### src/design/olr_pkg.sv
`timescale 1ns / 1ps
// ----------------------------------------------------------------------------
// olr_pkg
// Shared constants, types and helpers of the overlay line rasterizer.
// ----------------------------------------------------------------------------
package olr_pkg;

	localparam int FB_WIDTH     = 512;
	localparam int FB_HEIGHT    = 256;
	localparam int NUM_CHANNELS = 5;
	localparam int COLOR_BITS   = 8;

	localparam int FB_DEPTH = FB_WIDTH * FB_HEIGHT;
	localparam int ADDR_W   = $clog2(FB_DEPTH);
	localparam int X_W      = 9;
	localparam int Y_W      = 8;
	localparam int D_W      = (X_W > Y_W) ? X_W : Y_W;
	localparam int CNT_W    = 10;
	localparam int CH_W     = 3;
	localparam int REQ_W    = 2;
	localparam int SET_W    = NUM_CHANNELS * COLOR_BITS;
	localparam int CFG_DW   = 64;
	localparam int CFG_AW   = 6;
	localparam int REG_IW   = 3;

	localparam logic [REQ_W-1:0] REQ_LOAD = 2'd0;
	localparam logic [REQ_W-1:0] REQ_READ = 2'd1;
	localparam logic [REQ_W-1:0] REQ_SEG  = 2'd2;

	localparam logic [REG_IW-1:0] REG_GRID_LINE = 3'd0;
	localparam logic [REG_IW-1:0] REG_GRID_BACK = 3'd1;
	localparam logic [REG_IW-1:0] REG_LINE_T0   = 3'd2;
	localparam logic [REG_IW-1:0] REG_LINE_T1   = 3'd3;
	localparam logic [REG_IW-1:0] REG_LINE_OV   = 3'd4;
	localparam logic [REG_IW-1:0] REG_BACK_T0   = 3'd5;
	localparam logic [REG_IW-1:0] REG_BACK_T1   = 3'd6;
	localparam logic [REG_IW-1:0] REG_BACK_OV   = 3'd7;

	typedef logic [COLOR_BITS-1:0] color_t;
	typedef logic [SET_W-1:0]      color_set_reg_t;
	typedef logic [ADDR_W-1:0]     pix_addr_t;

	typedef enum logic [1:0] {
		OP_LOAD,
		OP_READ,
		OP_POINT
	} mem_op_t;

	typedef enum logic [2:0] {
		ST_IDLE,
		ST_EXEC,
		ST_RWAIT,
		ST_WALK,
		ST_DRAIN,
		ST_DONE
	} ctrl_state_t;

	typedef struct packed {
		color_t         grid_line;
		color_t         grid_back;
		color_set_reg_t line_t0;
		color_set_reg_t line_t1;
		color_set_reg_t line_ov;
		color_set_reg_t back_t0;
		color_set_reg_t back_t1;
		color_set_reg_t back_ov;
	} cfg_t;

	typedef struct packed {
		color_t gl;
		color_t gb;
		color_t l0;
		color_t l1;
		color_t lf;
		color_t b0;
		color_t b1;
		color_t bf;
	} color_set_t;

	typedef struct packed {
		logic       erase;
		logic       trace;
		color_set_t colors;
	} draw_mode_t;

	typedef struct packed {
		logic      vld;
		mem_op_t   op;
		pix_addr_t addr;
		color_t    data;
	} mem_cmd_t;

	typedef struct packed {
		logic   vld;
		logic   is_read;
		logic   hit;
		color_t data;
	} mem_rsp_t;

	function automatic color_t set_code(color_set_reg_t r, logic [CH_W-1:0] ch);
		color_t c;
		c = '0;
		for (int i = 0; i < NUM_CHANNELS; i++) begin
			if (int'(ch) == i) c = r[i*COLOR_BITS +: COLOR_BITS];
		end
		return c;
	endfunction

	function automatic logic on_store(logic [X_W-1:0] x, logic [Y_W-1:0] y);
		return (int'(x) < FB_WIDTH) && (int'(y) < FB_HEIGHT);
	endfunction

	function automatic pix_addr_t pix_addr(logic [X_W-1:0] x, logic [Y_W-1:0] y);
		pix_addr_t row_base;
		row_base = ADDR_W'(ADDR_W'(y) * ADDR_W'(FB_WIDTH));
		return row_base + ADDR_W'(x);
	endfunction

endpackage

### src/design/olr_cfg_regs.sv
`timescale 1ns / 1ps
// ----------------------------------------------------------------------------
// olr_cfg_regs
// APB register file: grid codes and per-channel trace color sets.
// ----------------------------------------------------------------------------
module olr_cfg_regs (
	input  logic                      clk,
	input  logic                      arst_n,
	input  logic                      psel,
	input  logic                      penable,
	input  logic                      pwrite,
	input  logic [olr_pkg::CFG_AW-1:0] paddr,
	input  logic [olr_pkg::CFG_DW-1:0] pwdata,
	output logic [olr_pkg::CFG_DW-1:0] prdata,
	output logic                      pready,
	output olr_pkg::cfg_t             cfg
);
	import olr_pkg::*;

	logic              wr_en;
	logic [REG_IW-1:0] idx;
	cfg_t              cfg_q;

	assign pready = 1'b1;
	assign wr_en  = psel && penable && pwrite;
	assign idx    = paddr[CFG_AW-1:CFG_AW-REG_IW];
	assign cfg    = cfg_q;

	always_ff @(posedge clk or negedge arst_n) begin
		if (!arst_n) begin
			cfg_q <= '0;
		end else if (wr_en) begin
			unique case (idx)
				REG_GRID_LINE: cfg_q.grid_line <= pwdata[COLOR_BITS-1:0];
				REG_GRID_BACK: cfg_q.grid_back <= pwdata[COLOR_BITS-1:0];
				REG_LINE_T0:   cfg_q.line_t0   <= pwdata[SET_W-1:0];
				REG_LINE_T1:   cfg_q.line_t1   <= pwdata[SET_W-1:0];
				REG_LINE_OV:   cfg_q.line_ov   <= pwdata[SET_W-1:0];
				REG_BACK_T0:   cfg_q.back_t0   <= pwdata[SET_W-1:0];
				REG_BACK_T1:   cfg_q.back_t1   <= pwdata[SET_W-1:0];
				REG_BACK_OV:   cfg_q.back_ov   <= pwdata[SET_W-1:0];
				default:       cfg_q           <= cfg_q;
			endcase
		end
	end

	always_comb begin
		unique case (idx)
			REG_GRID_LINE: prdata = CFG_DW'(cfg_q.grid_line);
			REG_GRID_BACK: prdata = CFG_DW'(cfg_q.grid_back);
			REG_LINE_T0:   prdata = CFG_DW'(cfg_q.line_t0);
			REG_LINE_T1:   prdata = CFG_DW'(cfg_q.line_t1);
			REG_LINE_OV:   prdata = CFG_DW'(cfg_q.line_ov);
			REG_BACK_T0:   prdata = CFG_DW'(cfg_q.back_t0);
			REG_BACK_T1:   prdata = CFG_DW'(cfg_q.back_t1);
			REG_BACK_OV:   prdata = CFG_DW'(cfg_q.back_ov);
			default:       prdata = '0;
		endcase
	end

endmodule

### config.mk
export PLATFORM = sky130hd
export DESIGN_NAME = olr_cfg_regs
export DESIGN_NICKNAME = d
export VERILOG_FILES = /design/src/design/olr_pkg.sv /design/src/design/olr_cfg_regs.sv
export SDC_FILE = /design/constraint.sdc
export NUM_CORES = 1
export LEC_CHECK = 0
export BUFFER_PORTS_ARGS = -buffer_cell sky130_fd_sc_hd__buf_2
export CAP_MARGIN = 40
export CORE_AREA = 2 2 202 204
export DETAILED_ROUTE_END_ITERATION = 6
export DIE_AREA = 0 0 204 206
export PLACE_DENSITY = 0.64
export SKIP_CTS_REPAIR_TIMING = 1
export SYNTH_ARGS = -nofsm -noshare
export SYNTH_HDL_FRONTEND = slang
export SYNTH_SLANG_ARGS = --single-unit
### constraint.sdc
create_clock -name clk -period 4.1 [get_ports clk]
set_input_delay 0.615 -clock clk [delete_from_list [all_inputs] [get_ports clk]]
set_output_delay 0.615 -clock clk [all_outputs]
set_load 0.05 [all_outputs]
==> results.yml <==
setup_path:
  r2r_start: "cfg[121]"
  arrival_ps: 2530
  start_kind: "primary input"
  cp-endpoint: "prdata[30]"
  r2r_slack_ps: 3280
  worst-r2r-cell-count: 1
  cp_max_fo: 34
  r2r-end: "cfg[121]"
  end_kind: "output pin"
  crit_type: "in2out"
  critPathRequiredTime_ps: 3480
  crit_start: "paddr[4]"
sta:
  worst_pin_slew_ps: 778
  fin_hold_ws_ps: 107
  skew_ps: 0
  period_needed_ps: 3150
  setup_viol: 0
  slew_viol_final: 0
  fmax_mhz: 317
  hold_viol_final: 0
  fin_crit_sh_pct: 76.8
  maxSlewHeadroom_pct: 48.1
  rsz0062_at_grt: "no"
  fin_setup_tns_ps: 0
finish:
  fill_cells: 3988
  fin_util_pct: 37.5
  largest_reg_flops: 256
  layout-drive-gt1-share_pct: 59.5
  final_area_sq_um: 15100
  syn_to_final_growth_pct: 27.4
  stdcell_count: 1732
  layout.nets: 1255
  diodes: 0
clocking:
  clock_latency_ps: 550
  clockRootBuffer: "clkbuf_16"
  cts_tree: "built"
  clkTransAtPathRegs_ps: 60
  numCtsBuffers: 29
  htreeDepth: 1
  clk_path_buf_depth: 3
  cts_sinks: 256
routing:
  routed_via_density: 4.93
  wl_mm: 39.1
  drt_iter0_markers: 347
  dr.pass1.iters: 4
  drc: 0
  via_count: 8534
  ant_nets: 0
  wl_per_cell_um: 22.6
synth:
  yosys_register_bits: 256
  synth-main-ff-cell: "dfrtp_1"
  netlist_area_sq_um: 11800
  synth_cell_type_count: 31
  avgSynthCellArea_sq_um: 14.1
  synth_common_cells: "284 x mux2_2, 256 x dfrtp_1, 67 x mux2i_1, 36 x buf_2, 36 x buf_4"
  synth_edf_count: 0
  syn-instance-count: 838
  synth.area.top_cells: "dfrtp_1 54%, mux2_2 27%, mux2i_1 5.7%"
  ys_seq_area_share_pct: 54.2
  synth.most_common_cell: "mux2_2"
  yosysWarnings: 0
  synth_top_area_share_pct: 54.2
  synth_largest_area_cell: "dfrtp_1"
  async_reset_ff_share_pct: 100
global_route:
  antenna_found_initial: 1
  gr-max-usage-layer: "met2"
  globalRouteMet2Util_pct: 30.4
  grt_max_degree: 97
  grt_pass1_vias: 8924
  grt_pass1_wl_mm: 57.7
  met1_usage_pct: 23.1
  grtUsageMet3_pct: 4.65
  grt.total_usage_pct: 18.1
  overflow: 0
floorplanning:
  initial_utilization_pct: 29.4
  die_x_um: 204
  num_rows: 74
  dieArea_sq_um: 42000
  core_sq_um: 40200
  die_h_um: 206
  pin_count: 396
placement:
  dpl.hpwl_mm: 27.2
  postPlaceCellArea_sq_um: 14100
  port_buffers: 343
  gp_congestion: 0.789
  placed_cells: 1681
min_path:
  hp-class: "in2async"
run:
  maxCapViolCount: 0
power:
  leakagePower_uw: 0.00752
  peakVddDrop_uv: 341
  power_density_nw_per_um2: 645
status:
  status: "completed"
[cells in the final DEF, fill, tap and decap left out]
cell / synthesis / final
nand2b_1: 4 / 4
nand3_1: 4 / 4
o22ai_1: 8 / 8
nand4_2: 1 / 1
mux2_2: 284 / 284
conb_1: 2 / 25
buf_8: 0 / 2
inv_6: 0 / 2
nor2b_1: 3 / 1
o221ai_1: 2 / 2
clkinv_2: 0 / 6
nor2b_4: 0 / 1
clkinvlp_4: 0 / 3
a22o_1: 20 / 20
a22oi_1: 11 / 11
clkbuf_8: 0 / 8
buf_12: 0 / 3
nor2_1: 9 / 5
a221oi_1: 17 / 17
buf_2: 36 / 340
clkbuf_16: 0 / 29
a221o_1: 2 / 2
nor2b_2: 0 / 1
o21ai_0: 11 / 11
nor3_4: 0 / 1
dfrtp_1: 256 / 256
buf_4: 36 / 25
nor2_4: 1 / 6
mux2_1: 2 / 2
nand4b_2: 1 / 1
a21oi_1: 9 / 9
o2bb2ai_1: 10 / 10
bufinv_16: 0 / 1
inv_1: 9 / 9
nand2_1: 3 / 3
o22a_1: 17 / 17
mux2i_1: 67 / 67
or3_1: 1 / 1
clkbuf_1: 9 / 2
[layout make-up]
cell class	count	area [sq um]	share of cell area (%)
Clock buffer	39	843	5.60
Clock inverter	12	100	0.664
Inverter	9	33.8	0.224
Multi-Input combinational cell	514	5040	33.4
Sequential cell	256	6410	42.5
Tap cell	532	666	4.42
Timing Repair Buffer	370	1980	13.1
[cell families after synthesis]
logic type / synth area share, %
mux: 32.9
compound gates: 7.02
buf+inv: 4.41
flops: 54.2
other cells: 0.0635
simple gates: 1.44
[report_power, final]
part	switching [uW]	internal [uW]
combinational	2790	969
clock	1050	1500
sequential	391	3020
total	4230	5490
[through the flow]
stage	power [uW]	setup slack, ps
2_1_floorplan	6220	1060
3_3_place_gp	7190	938
3_5_place_dp	7250	934
4_1_cts	9830	921
5_1_grt	10100	803
6_report	9720	950
[how the worst min path moves through the flow]
stage                     to  slack (ps)  cells after the start
finish              cfg[196]         110                      1
global route        cfg[238]         150                      1
CTS                  cfg[36]         120                      1
detailed placement   cfg[32]         510                      1
global placement    cfg[167]         490                      1
floorplan             cfg[0]         320                      0
[per-layer routing]
layer / part of all wire [%] / routed length [um]
met3: 8.2 / 3200
met5: 0.041 / 16
met2: 47 / 18500
met4: 2.1 / 829
met1: 42 / 16500
[critical path, stage by stage]
cell	delay [ps]
buf_4	440
nor2b_4	450
buf_4	340
a22oi_1	150
a21oi_1	180
buf_2	290
Power figures use the tool's default switching activity.
