### config.mk
export PLATFORM = sky130hd
export DESIGN_NAME = olr_dda_walker
export DESIGN_NICKNAME = d
export VERILOG_FILES = /design/src/design/olr_pkg.sv /design/src/design/olr_dda_walker.sv
export SDC_FILE = /design/constraint.sdc
export NUM_CORES = 1
export LEC_CHECK = 0
export ABC_AREA = 0
export BUFFER_PORTS_ARGS = -buffer_cell sky130_fd_sc_hd__buf_4
export CAP_MARGIN = 20
export CORE_MARGIN = 2
export CORE_UTILIZATION = 50
export DETAILED_ROUTE_END_ITERATION = 16
export PLACE_DENSITY = 0.65
export SLEW_MARGIN = 20
export SYNTH_ARGS = -nofsm -noshare
export SYNTH_HDL_FRONTEND = slang
export SYNTH_SLANG_ARGS = --single-unit
### constraint.sdc
create_clock -name clk -period 5.6 [get_ports clk]
set_clock_uncertainty 0.1 [all_clocks]
set_input_delay 0.56 -clock clk [delete_from_list [all_inputs] [get_ports clk]]
set_output_delay 0.56 -clock clk [all_outputs]
set_load 0.02 [all_outputs]
### src/design/olr_pkg.sv
`timescale 1ns / 1ps
// ----------------------------------------------------------------------------
// olr_pkg
// Shared constants, types and helpers of the overlay line rasterizer.
// ----------------------------------------------------------------------------
package olr_pkg;

	localparam int FB_WIDTH     = 512;
	localparam int FB_HEIGHT    = 256;
	localparam int NUM_CHANNELS = 5;
	localparam int COLOR_BITS   = 8;

	localparam int FB_DEPTH = FB_WIDTH * FB_HEIGHT;
	localparam int ADDR_W   = $clog2(FB_DEPTH);
	localparam int X_W      = 9;
	localparam int Y_W      = 8;
	localparam int D_W      = (X_W > Y_W) ? X_W : Y_W;
	localparam int CNT_W    = 10;
	localparam int CH_W     = 3;
	localparam int REQ_W    = 2;
	localparam int SET_W    = NUM_CHANNELS * COLOR_BITS;
	localparam int CFG_DW   = 64;
	localparam int CFG_AW   = 6;
	localparam int REG_IW   = 3;

	localparam logic [REQ_W-1:0] REQ_LOAD = 2'd0;
	localparam logic [REQ_W-1:0] REQ_READ = 2'd1;
	localparam logic [REQ_W-1:0] REQ_SEG  = 2'd2;

	localparam logic [REG_IW-1:0] REG_GRID_LINE = 3'd0;
	localparam logic [REG_IW-1:0] REG_GRID_BACK = 3'd1;
	localparam logic [REG_IW-1:0] REG_LINE_T0   = 3'd2;
	localparam logic [REG_IW-1:0] REG_LINE_T1   = 3'd3;
	localparam logic [REG_IW-1:0] REG_LINE_OV   = 3'd4;
	localparam logic [REG_IW-1:0] REG_BACK_T0   = 3'd5;
	localparam logic [REG_IW-1:0] REG_BACK_T1   = 3'd6;
	localparam logic [REG_IW-1:0] REG_BACK_OV   = 3'd7;

	typedef logic [COLOR_BITS-1:0] color_t;
	typedef logic [SET_W-1:0]      color_set_reg_t;
	typedef logic [ADDR_W-1:0]     pix_addr_t;

	typedef enum logic [1:0] {
		OP_LOAD,
		OP_READ,
		OP_POINT
	} mem_op_t;

	typedef enum logic [2:0] {
		ST_IDLE,
		ST_EXEC,
		ST_RWAIT,
		ST_WALK,
		ST_DRAIN,
		ST_DONE
	} ctrl_state_t;

	typedef struct packed {
		color_t         grid_line;
		color_t         grid_back;
		color_set_reg_t line_t0;
		color_set_reg_t line_t1;
		color_set_reg_t line_ov;
		color_set_reg_t back_t0;
		color_set_reg_t back_t1;
		color_set_reg_t back_ov;
	} cfg_t;

	typedef struct packed {
		color_t gl;
		color_t gb;
		color_t l0;
		color_t l1;
		color_t lf;
		color_t b0;
		color_t b1;
		color_t bf;
	} color_set_t;

	typedef struct packed {
		logic       erase;
		logic       trace;
		color_set_t colors;
	} draw_mode_t;

	typedef struct packed {
		logic      vld;
		mem_op_t   op;
		pix_addr_t addr;
		color_t    data;
	} mem_cmd_t;

	typedef struct packed {
		logic   vld;
		logic   is_read;
		logic   hit;
		color_t data;
	} mem_rsp_t;

	function automatic color_t set_code(color_set_reg_t r, logic [CH_W-1:0] ch);
		color_t c;
		c = '0;
		for (int i = 0; i < NUM_CHANNELS; i++) begin
			if (int'(ch) == i) c = r[i*COLOR_BITS +: COLOR_BITS];
		end
		return c;
	endfunction

	function automatic logic on_store(logic [X_W-1:0] x, logic [Y_W-1:0] y);
		return (int'(x) < FB_WIDTH) && (int'(y) < FB_HEIGHT);
	endfunction

	function automatic pix_addr_t pix_addr(logic [X_W-1:0] x, logic [Y_W-1:0] y);
		pix_addr_t row_base;
		row_base = ADDR_W'(ADDR_W'(y) * ADDR_W'(FB_WIDTH));
		return row_base + ADDR_W'(x);
	endfunction

endpackage

### src/design/olr_dda_walker.sv
`timescale 1ns / 1ps
// ----------------------------------------------------------------------------
// olr_dda_walker
// Integer DDA point generator: distance+2 points, start point twice.
// ----------------------------------------------------------------------------
module olr_dda_walker (
	input  logic                      clk,
	input  logic                      arst_n,
	input  logic                      init,
	input  logic                      step,
	input  logic [olr_pkg::X_W-1:0]   x_start,
	input  logic [olr_pkg::Y_W-1:0]   y_start,
	input  logic [olr_pkg::X_W-1:0]   x_end,
	input  logic [olr_pkg::Y_W-1:0]   y_end,
	output logic [olr_pkg::X_W-1:0]   px,
	output logic [olr_pkg::Y_W-1:0]   py,
	output logic                      last
);
	import olr_pkg::*;

	logic             xneg, yneg;
	logic [X_W-1:0]   adx;
	logic [Y_W-1:0]   ady;
	logic [D_W-1:0]   span;

	logic [X_W-1:0]   cx_q;
	logic [Y_W-1:0]   cy_q;
	logic [D_W-1:0]   ex_q, ey_q, adx_q, ady_q, d_q;
	logic             xneg_q, yneg_q;
	logic [CNT_W-1:0] t_q;

	logic [D_W:0]     ex_sum, ey_sum;
	logic             ex_over, ey_over;

	always_comb begin
		xneg = x_end < x_start;
		yneg = y_end < y_start;
		adx  = xneg ? (x_start - x_end) : (x_end - x_start);
		ady  = yneg ? (y_start - y_end) : (y_end - y_start);
		span = (D_W'(adx) > D_W'(ady)) ? D_W'(adx) : D_W'(ady);
	end

	assign ex_sum  = {1'b0, ex_q} + {1'b0, adx_q};
	assign ey_sum  = {1'b0, ey_q} + {1'b0, ady_q};
	assign ex_over = ex_sum > {1'b0, d_q};
	assign ey_over = ey_sum > {1'b0, d_q};

	assign px   = cx_q;
	assign py   = cy_q;
	assign last = t_q == (CNT_W'(d_q) + CNT_W'(1));

	always_ff @(posedge clk or negedge arst_n) begin
		if (!arst_n) begin
			t_q <= '0;
		end else if (init) begin
			t_q <= '0;
		end else if (step) begin
			t_q <= t_q + CNT_W'(1);
		end
	end

	always_ff @(posedge clk) begin
		if (init) begin
			cx_q   <= x_start;
			cy_q   <= y_start;
			ex_q   <= '0;
			ey_q   <= '0;
			adx_q  <= D_W'(adx);
			ady_q  <= D_W'(ady);
			d_q    <= span;
			xneg_q <= xneg;
			yneg_q <= yneg;
		end else if (step) begin
			if (ex_over) begin
				ex_q <= D_W'(ex_sum - {1'b0, d_q});
				cx_q <= xneg_q ? (cx_q - X_W'(1)) : (cx_q + X_W'(1));
			end else begin
				ex_q <= D_W'(ex_sum);
			end
			if (ey_over) begin
				ey_q <= D_W'(ey_sum - {1'b0, d_q});
				cy_q <= yneg_q ? (cy_q - Y_W'(1)) : (cy_q + Y_W'(1));
			end else begin
				ey_q <= D_W'(ey_sum);
			end
		end
	end

endmodule

==> impl_metrics.env <==
export IMPL_status="finished, final reports clean"
export IMPL_synth_xor_xnor_area_share=0.0942
export IMPL_multi_input_area_mm2=0.00448
export IMPL_syn_to_final_growth_pct=13.0
export IMPL_synth_mux_area_frac=0.0600
export IMPL_vias=5460
export IMPL_critPathArrivalTime_ns=4.54
export IMPL_seq_area_mm2=0.00196
export IMPL_endpoint_kind="register"
export IMPL_yosys_area_share_adder=0.193
export IMPL_grt_use_total=0.231
export IMPL_synth_compound_area_frac=0.184
export IMPL_crit_fanout=11
export IMPL_cts_tree="yes"
export IMPL_post_cts_resize_count=0
export IMPL_htree_levels=3
export IMPL_drive_above_1_share=0.112
export IMPL_drv_cap=0
export IMPL_clock_latency_ns=0.34
export IMPL_grt_max_degree=65
export IMPL_drt_wl_total_mm=15.7
export IMPL_fin_crit_sh=0.813
export IMPL_grt_pass1_vias=5807
export IMPL_hold_violations=0
export IMPL_wire_per_inst_um=15.9
export IMPL_drt_initial_drc_count=244
export IMPL_required_ns=5.59
export IMPL_nets=943
export IMPL_setup_viol=0
export IMPL_antenna_cells=0
export IMPL_tns_ns=0
export IMPL_cellPowerDensity_mw_per_mm2=577
export IMPL_synth_main_ff_cell="edfxtp_1"
export IMPL_hold_path_class="reg -> reg"
export IMPL_cts_sinks=73
export IMPL_rsz0062_at_grt="no"
export IMPL_fmaxAchievable_mhz=220
export IMPL_grt_overflow=0
export IMPL_synth_nets=892
export IMPL_cts_root_buf="clkbuf_16"
export IMPL_ios=56
export IMPL_cts_buffers=9
export IMPL_dieWidth_um=121
export IMPL_syn_instance_count=754
export IMPL_post_dp_hpwl_mm=12.4
export IMPL_drt_pass1_iterations=4
export IMPL_path_clk_slew_ns=0.06
export IMPL_drc=0
export IMPL_synth_top_family_by_area="adder cells"
export IMPL_power_leakage_nw=3.52
export IMPL_synthArstFlopShare=0.137
export IMPL_core_area_mm2=0.0133
export IMPL_critPathLaunchType="input port"
export IMPL_yosys_warnings=0
export IMPL_gp_congestion=0.910
export IMPL_reg2reg_depth=15
export IMPL_dpl_cell_count=969
export IMPL_whs_path_depth=2
export IMPL_die_y_um=121
export IMPL_antenna_found_initial=0
export IMPL_portBuffers=55
export IMPL_synth_edff_count=45
export IMPL_syn_avg_cell_area_um2=9.12
export IMPL_synth_simple_area_share=0.120
export IMPL_relSlewSlack=0.517
export IMPL_drv_slew=0
export IMPL_worst_slew_pin_slew_ns=0.724
export IMPL_grt_pass1_wl_mm=27.1
export IMPL_die_area_mm2=0.0147
export IMPL_synth_area_mm2=0.00688
export IMPL_row_count=42
export IMPL_fill_cells=1186
export IMPL_ys_types=68
export IMPL_clockBufferDepth=2
export IMPL_final_cells=986
export IMPL_utilization=0.582
export IMPL_post_cts_setup_buffers=0
export IMPL_antenna_left=0
export IMPL_fin_crit_ns=4.55
export IMPL_path_class="in -> reg"
export IMPL_irDropWorstVdd_uv=291
export IMPL_yosysSeqAreaShare=0.285
export IMPL_initial_core_util=0.515
export IMPL_routed_via_density=5.54
export IMPL_synth_ff_latch_count=73
[cell usage in the layout, fill, tap and decap left out, types with 4 or more instances in the layout]
| cell type | n |
|---|---|
| ha_1 | 90 |
| nor3_1 | 11 |
| fa_1 | 10 |
| buf_4 | 57 |
| mux2i_1 | 27 |
| nor2_1 | 61 |
| inv_1 | 91 |
| edfxtp_1 | 45 |
| o21bai_1 | 9 |
| a21oi_1 | 35 |
| mux2_4 | 5 |
| o41ai_1 | 4 |
| nand2b_1 | 7 |
| o211ai_1 | 7 |
| o21a_1 | 7 |
| nor2b_1 | 17 |
| o21ai_1 | 23 |
| nand3_1 | 12 |
| a211oi_1 | 21 |
| nand2_1 | 36 |
| dfxtp_1 | 18 |
| clkbuf_16 | 9 |
| xor2_1 | 20 |
| and2_1 | 5 |
| xnor2_1 | 54 |
| nand4_1 | 11 |
| dfrtp_1 | 10 |
| a21o_1 | 19 |
| o21ai_0 | 22 |
[metrics by stage]
stage	hold WS, ns	area (um^2)	setup WS [ns]	total power (W)
2_1_floorplan	0.164	6880	1.36	0.00320
3_3_place_gp	0.290	7440	0.904	0.00372
3_5_place_dp	0.297	7440	0.711	0.00383
4_1_cts	0.392	7770	1.08	0.00450
5_1_grt	0.422	7770	0.710	0.00489
6_report	0.392	7770	1.05	0.00449
[Yosys cell counts, drive strengths merged, types with 4 or more instances]
| library cell | count | share of area |
|---|---|---|
| o21ai | 45 | 0.033 |
| o21a | 7 | 0.0076 |
| nor3 | 11 | 0.0080 |
| and2 | 5 | 0.0045 |
| mux2 | 9 | 0.017 |
| mux2i | 28 | 0.043 |
| o211ai | 7 | 0.0076 |
| xor2 | 20 | 0.025 |
| nand2 | 36 | 0.020 |
| o41ai | 4 | 0.0051 |
| ha | 90 | 0.16 |
| clkbuf | 12 | 0.0065 |
| dfxtp | 18 | 0.052 |
| nor2 | 61 | 0.033 |
| xnor2 | 54 | 0.069 |
| a21o | 19 | 0.021 |
| nand3 | 12 | 0.0087 |
| a211oi | 21 | 0.023 |
| dfrtp | 10 | 0.036 |
| nor2b | 17 | 0.015 |
| a21oi | 37 | 0.028 |
| buf | 6 | 0.0058 |
| fa | 10 | 0.029 |
| edfxtp | 45 | 0.20 |
| nand2b | 7 | 0.0064 |
| o21bai | 9 | 0.0098 |
| inv | 92 | 0.050 |
| nand4 | 11 | 0.010 |
[logic make-up after synthesis]
logic type      Yosys count
xor+xnor                 74
compound gates          185
simple gates            174
flops                    73
mux                      37
fa+ha+maj               100
buf+inv                 111
[what timing repair did]
item / 4_1_cts / 5_1_grt
hold endpoints to repair: 10 / 0
hold buffers: 1 / 0
setup endpoints to repair: 0 / 0
[registers in the layout (all words and copies together) (netlist names), 8 cells and up]
signal  count
py          8
ey_q        9
ex_q        9
adx_q       9
t_q        10
ady_q       8
px          9
d_q         9
[cell type report]
class | instances | share of cell area
clock buffers | 9 | 0.0290
clock inverters | 7 | 0.0122
inverters | 93 | 0.0451
multi-input cells | 570 | 0.577
flip-flops and latches | 73 | 0.252
well taps | 176 | 0.0283
repair buffers | 58 | 0.0564
[critical path, stage by stage]
cell       delay, ns
buf_4           0.11
inv_1           0.05
ha_1            0.13
inv_1           0.06
fa_1            0.40
a211oi_1        0.32
o21ai_1         0.16
nand2_1         0.34
a221oi_1        0.17
a311oi_1        0.34
xnor2_1         0.18
ha_1            0.25
a2111oi_0       0.47
a21o_1          0.21
a21oi_1         0.08
nor2b_1         0.21
mux2i_4         0.17
mux2_4          0.33
[worst paths after layout]
check | start | slack [ns] | endpoint
min in group asynchronous | arst_n | 0.48 | t_q[0]
hold reg to reg | ex_q[8] | 0.39 | ex_q[8]
setup / recovery | y_end[0] | 1.05 | d_q[3]
setup reg to reg | ey_q[0] | 1.46 | py[6]
max in group asynchronous | arst_n | 4.78 | t_q[8]
hold / removal | ex_q[8] | 0.39 | ex_q[8]
[power by group]
part	internal (W)	leakage [nW]	switching, W	total (W)
clock	0.000390	0.157	0.000237	0.000627
sequential	0.000791	0.733	0.000122	0.000913
combinational	0.00133	2.63	0.00161	0.00295
[per-layer routing]
metal	GRT usage	routed length [um]	vias to the layer above	part of all wire
met1	0.281	7040	2577	0.45
li1	-	-	2780	-
met3	0.0446	474	24	0.030
met2	0.412	7890	79	0.50
met5	0	0	-	0
met4	0.0704	326	0	0.021
Note: power is estimated with default switching activity, not from simulation.
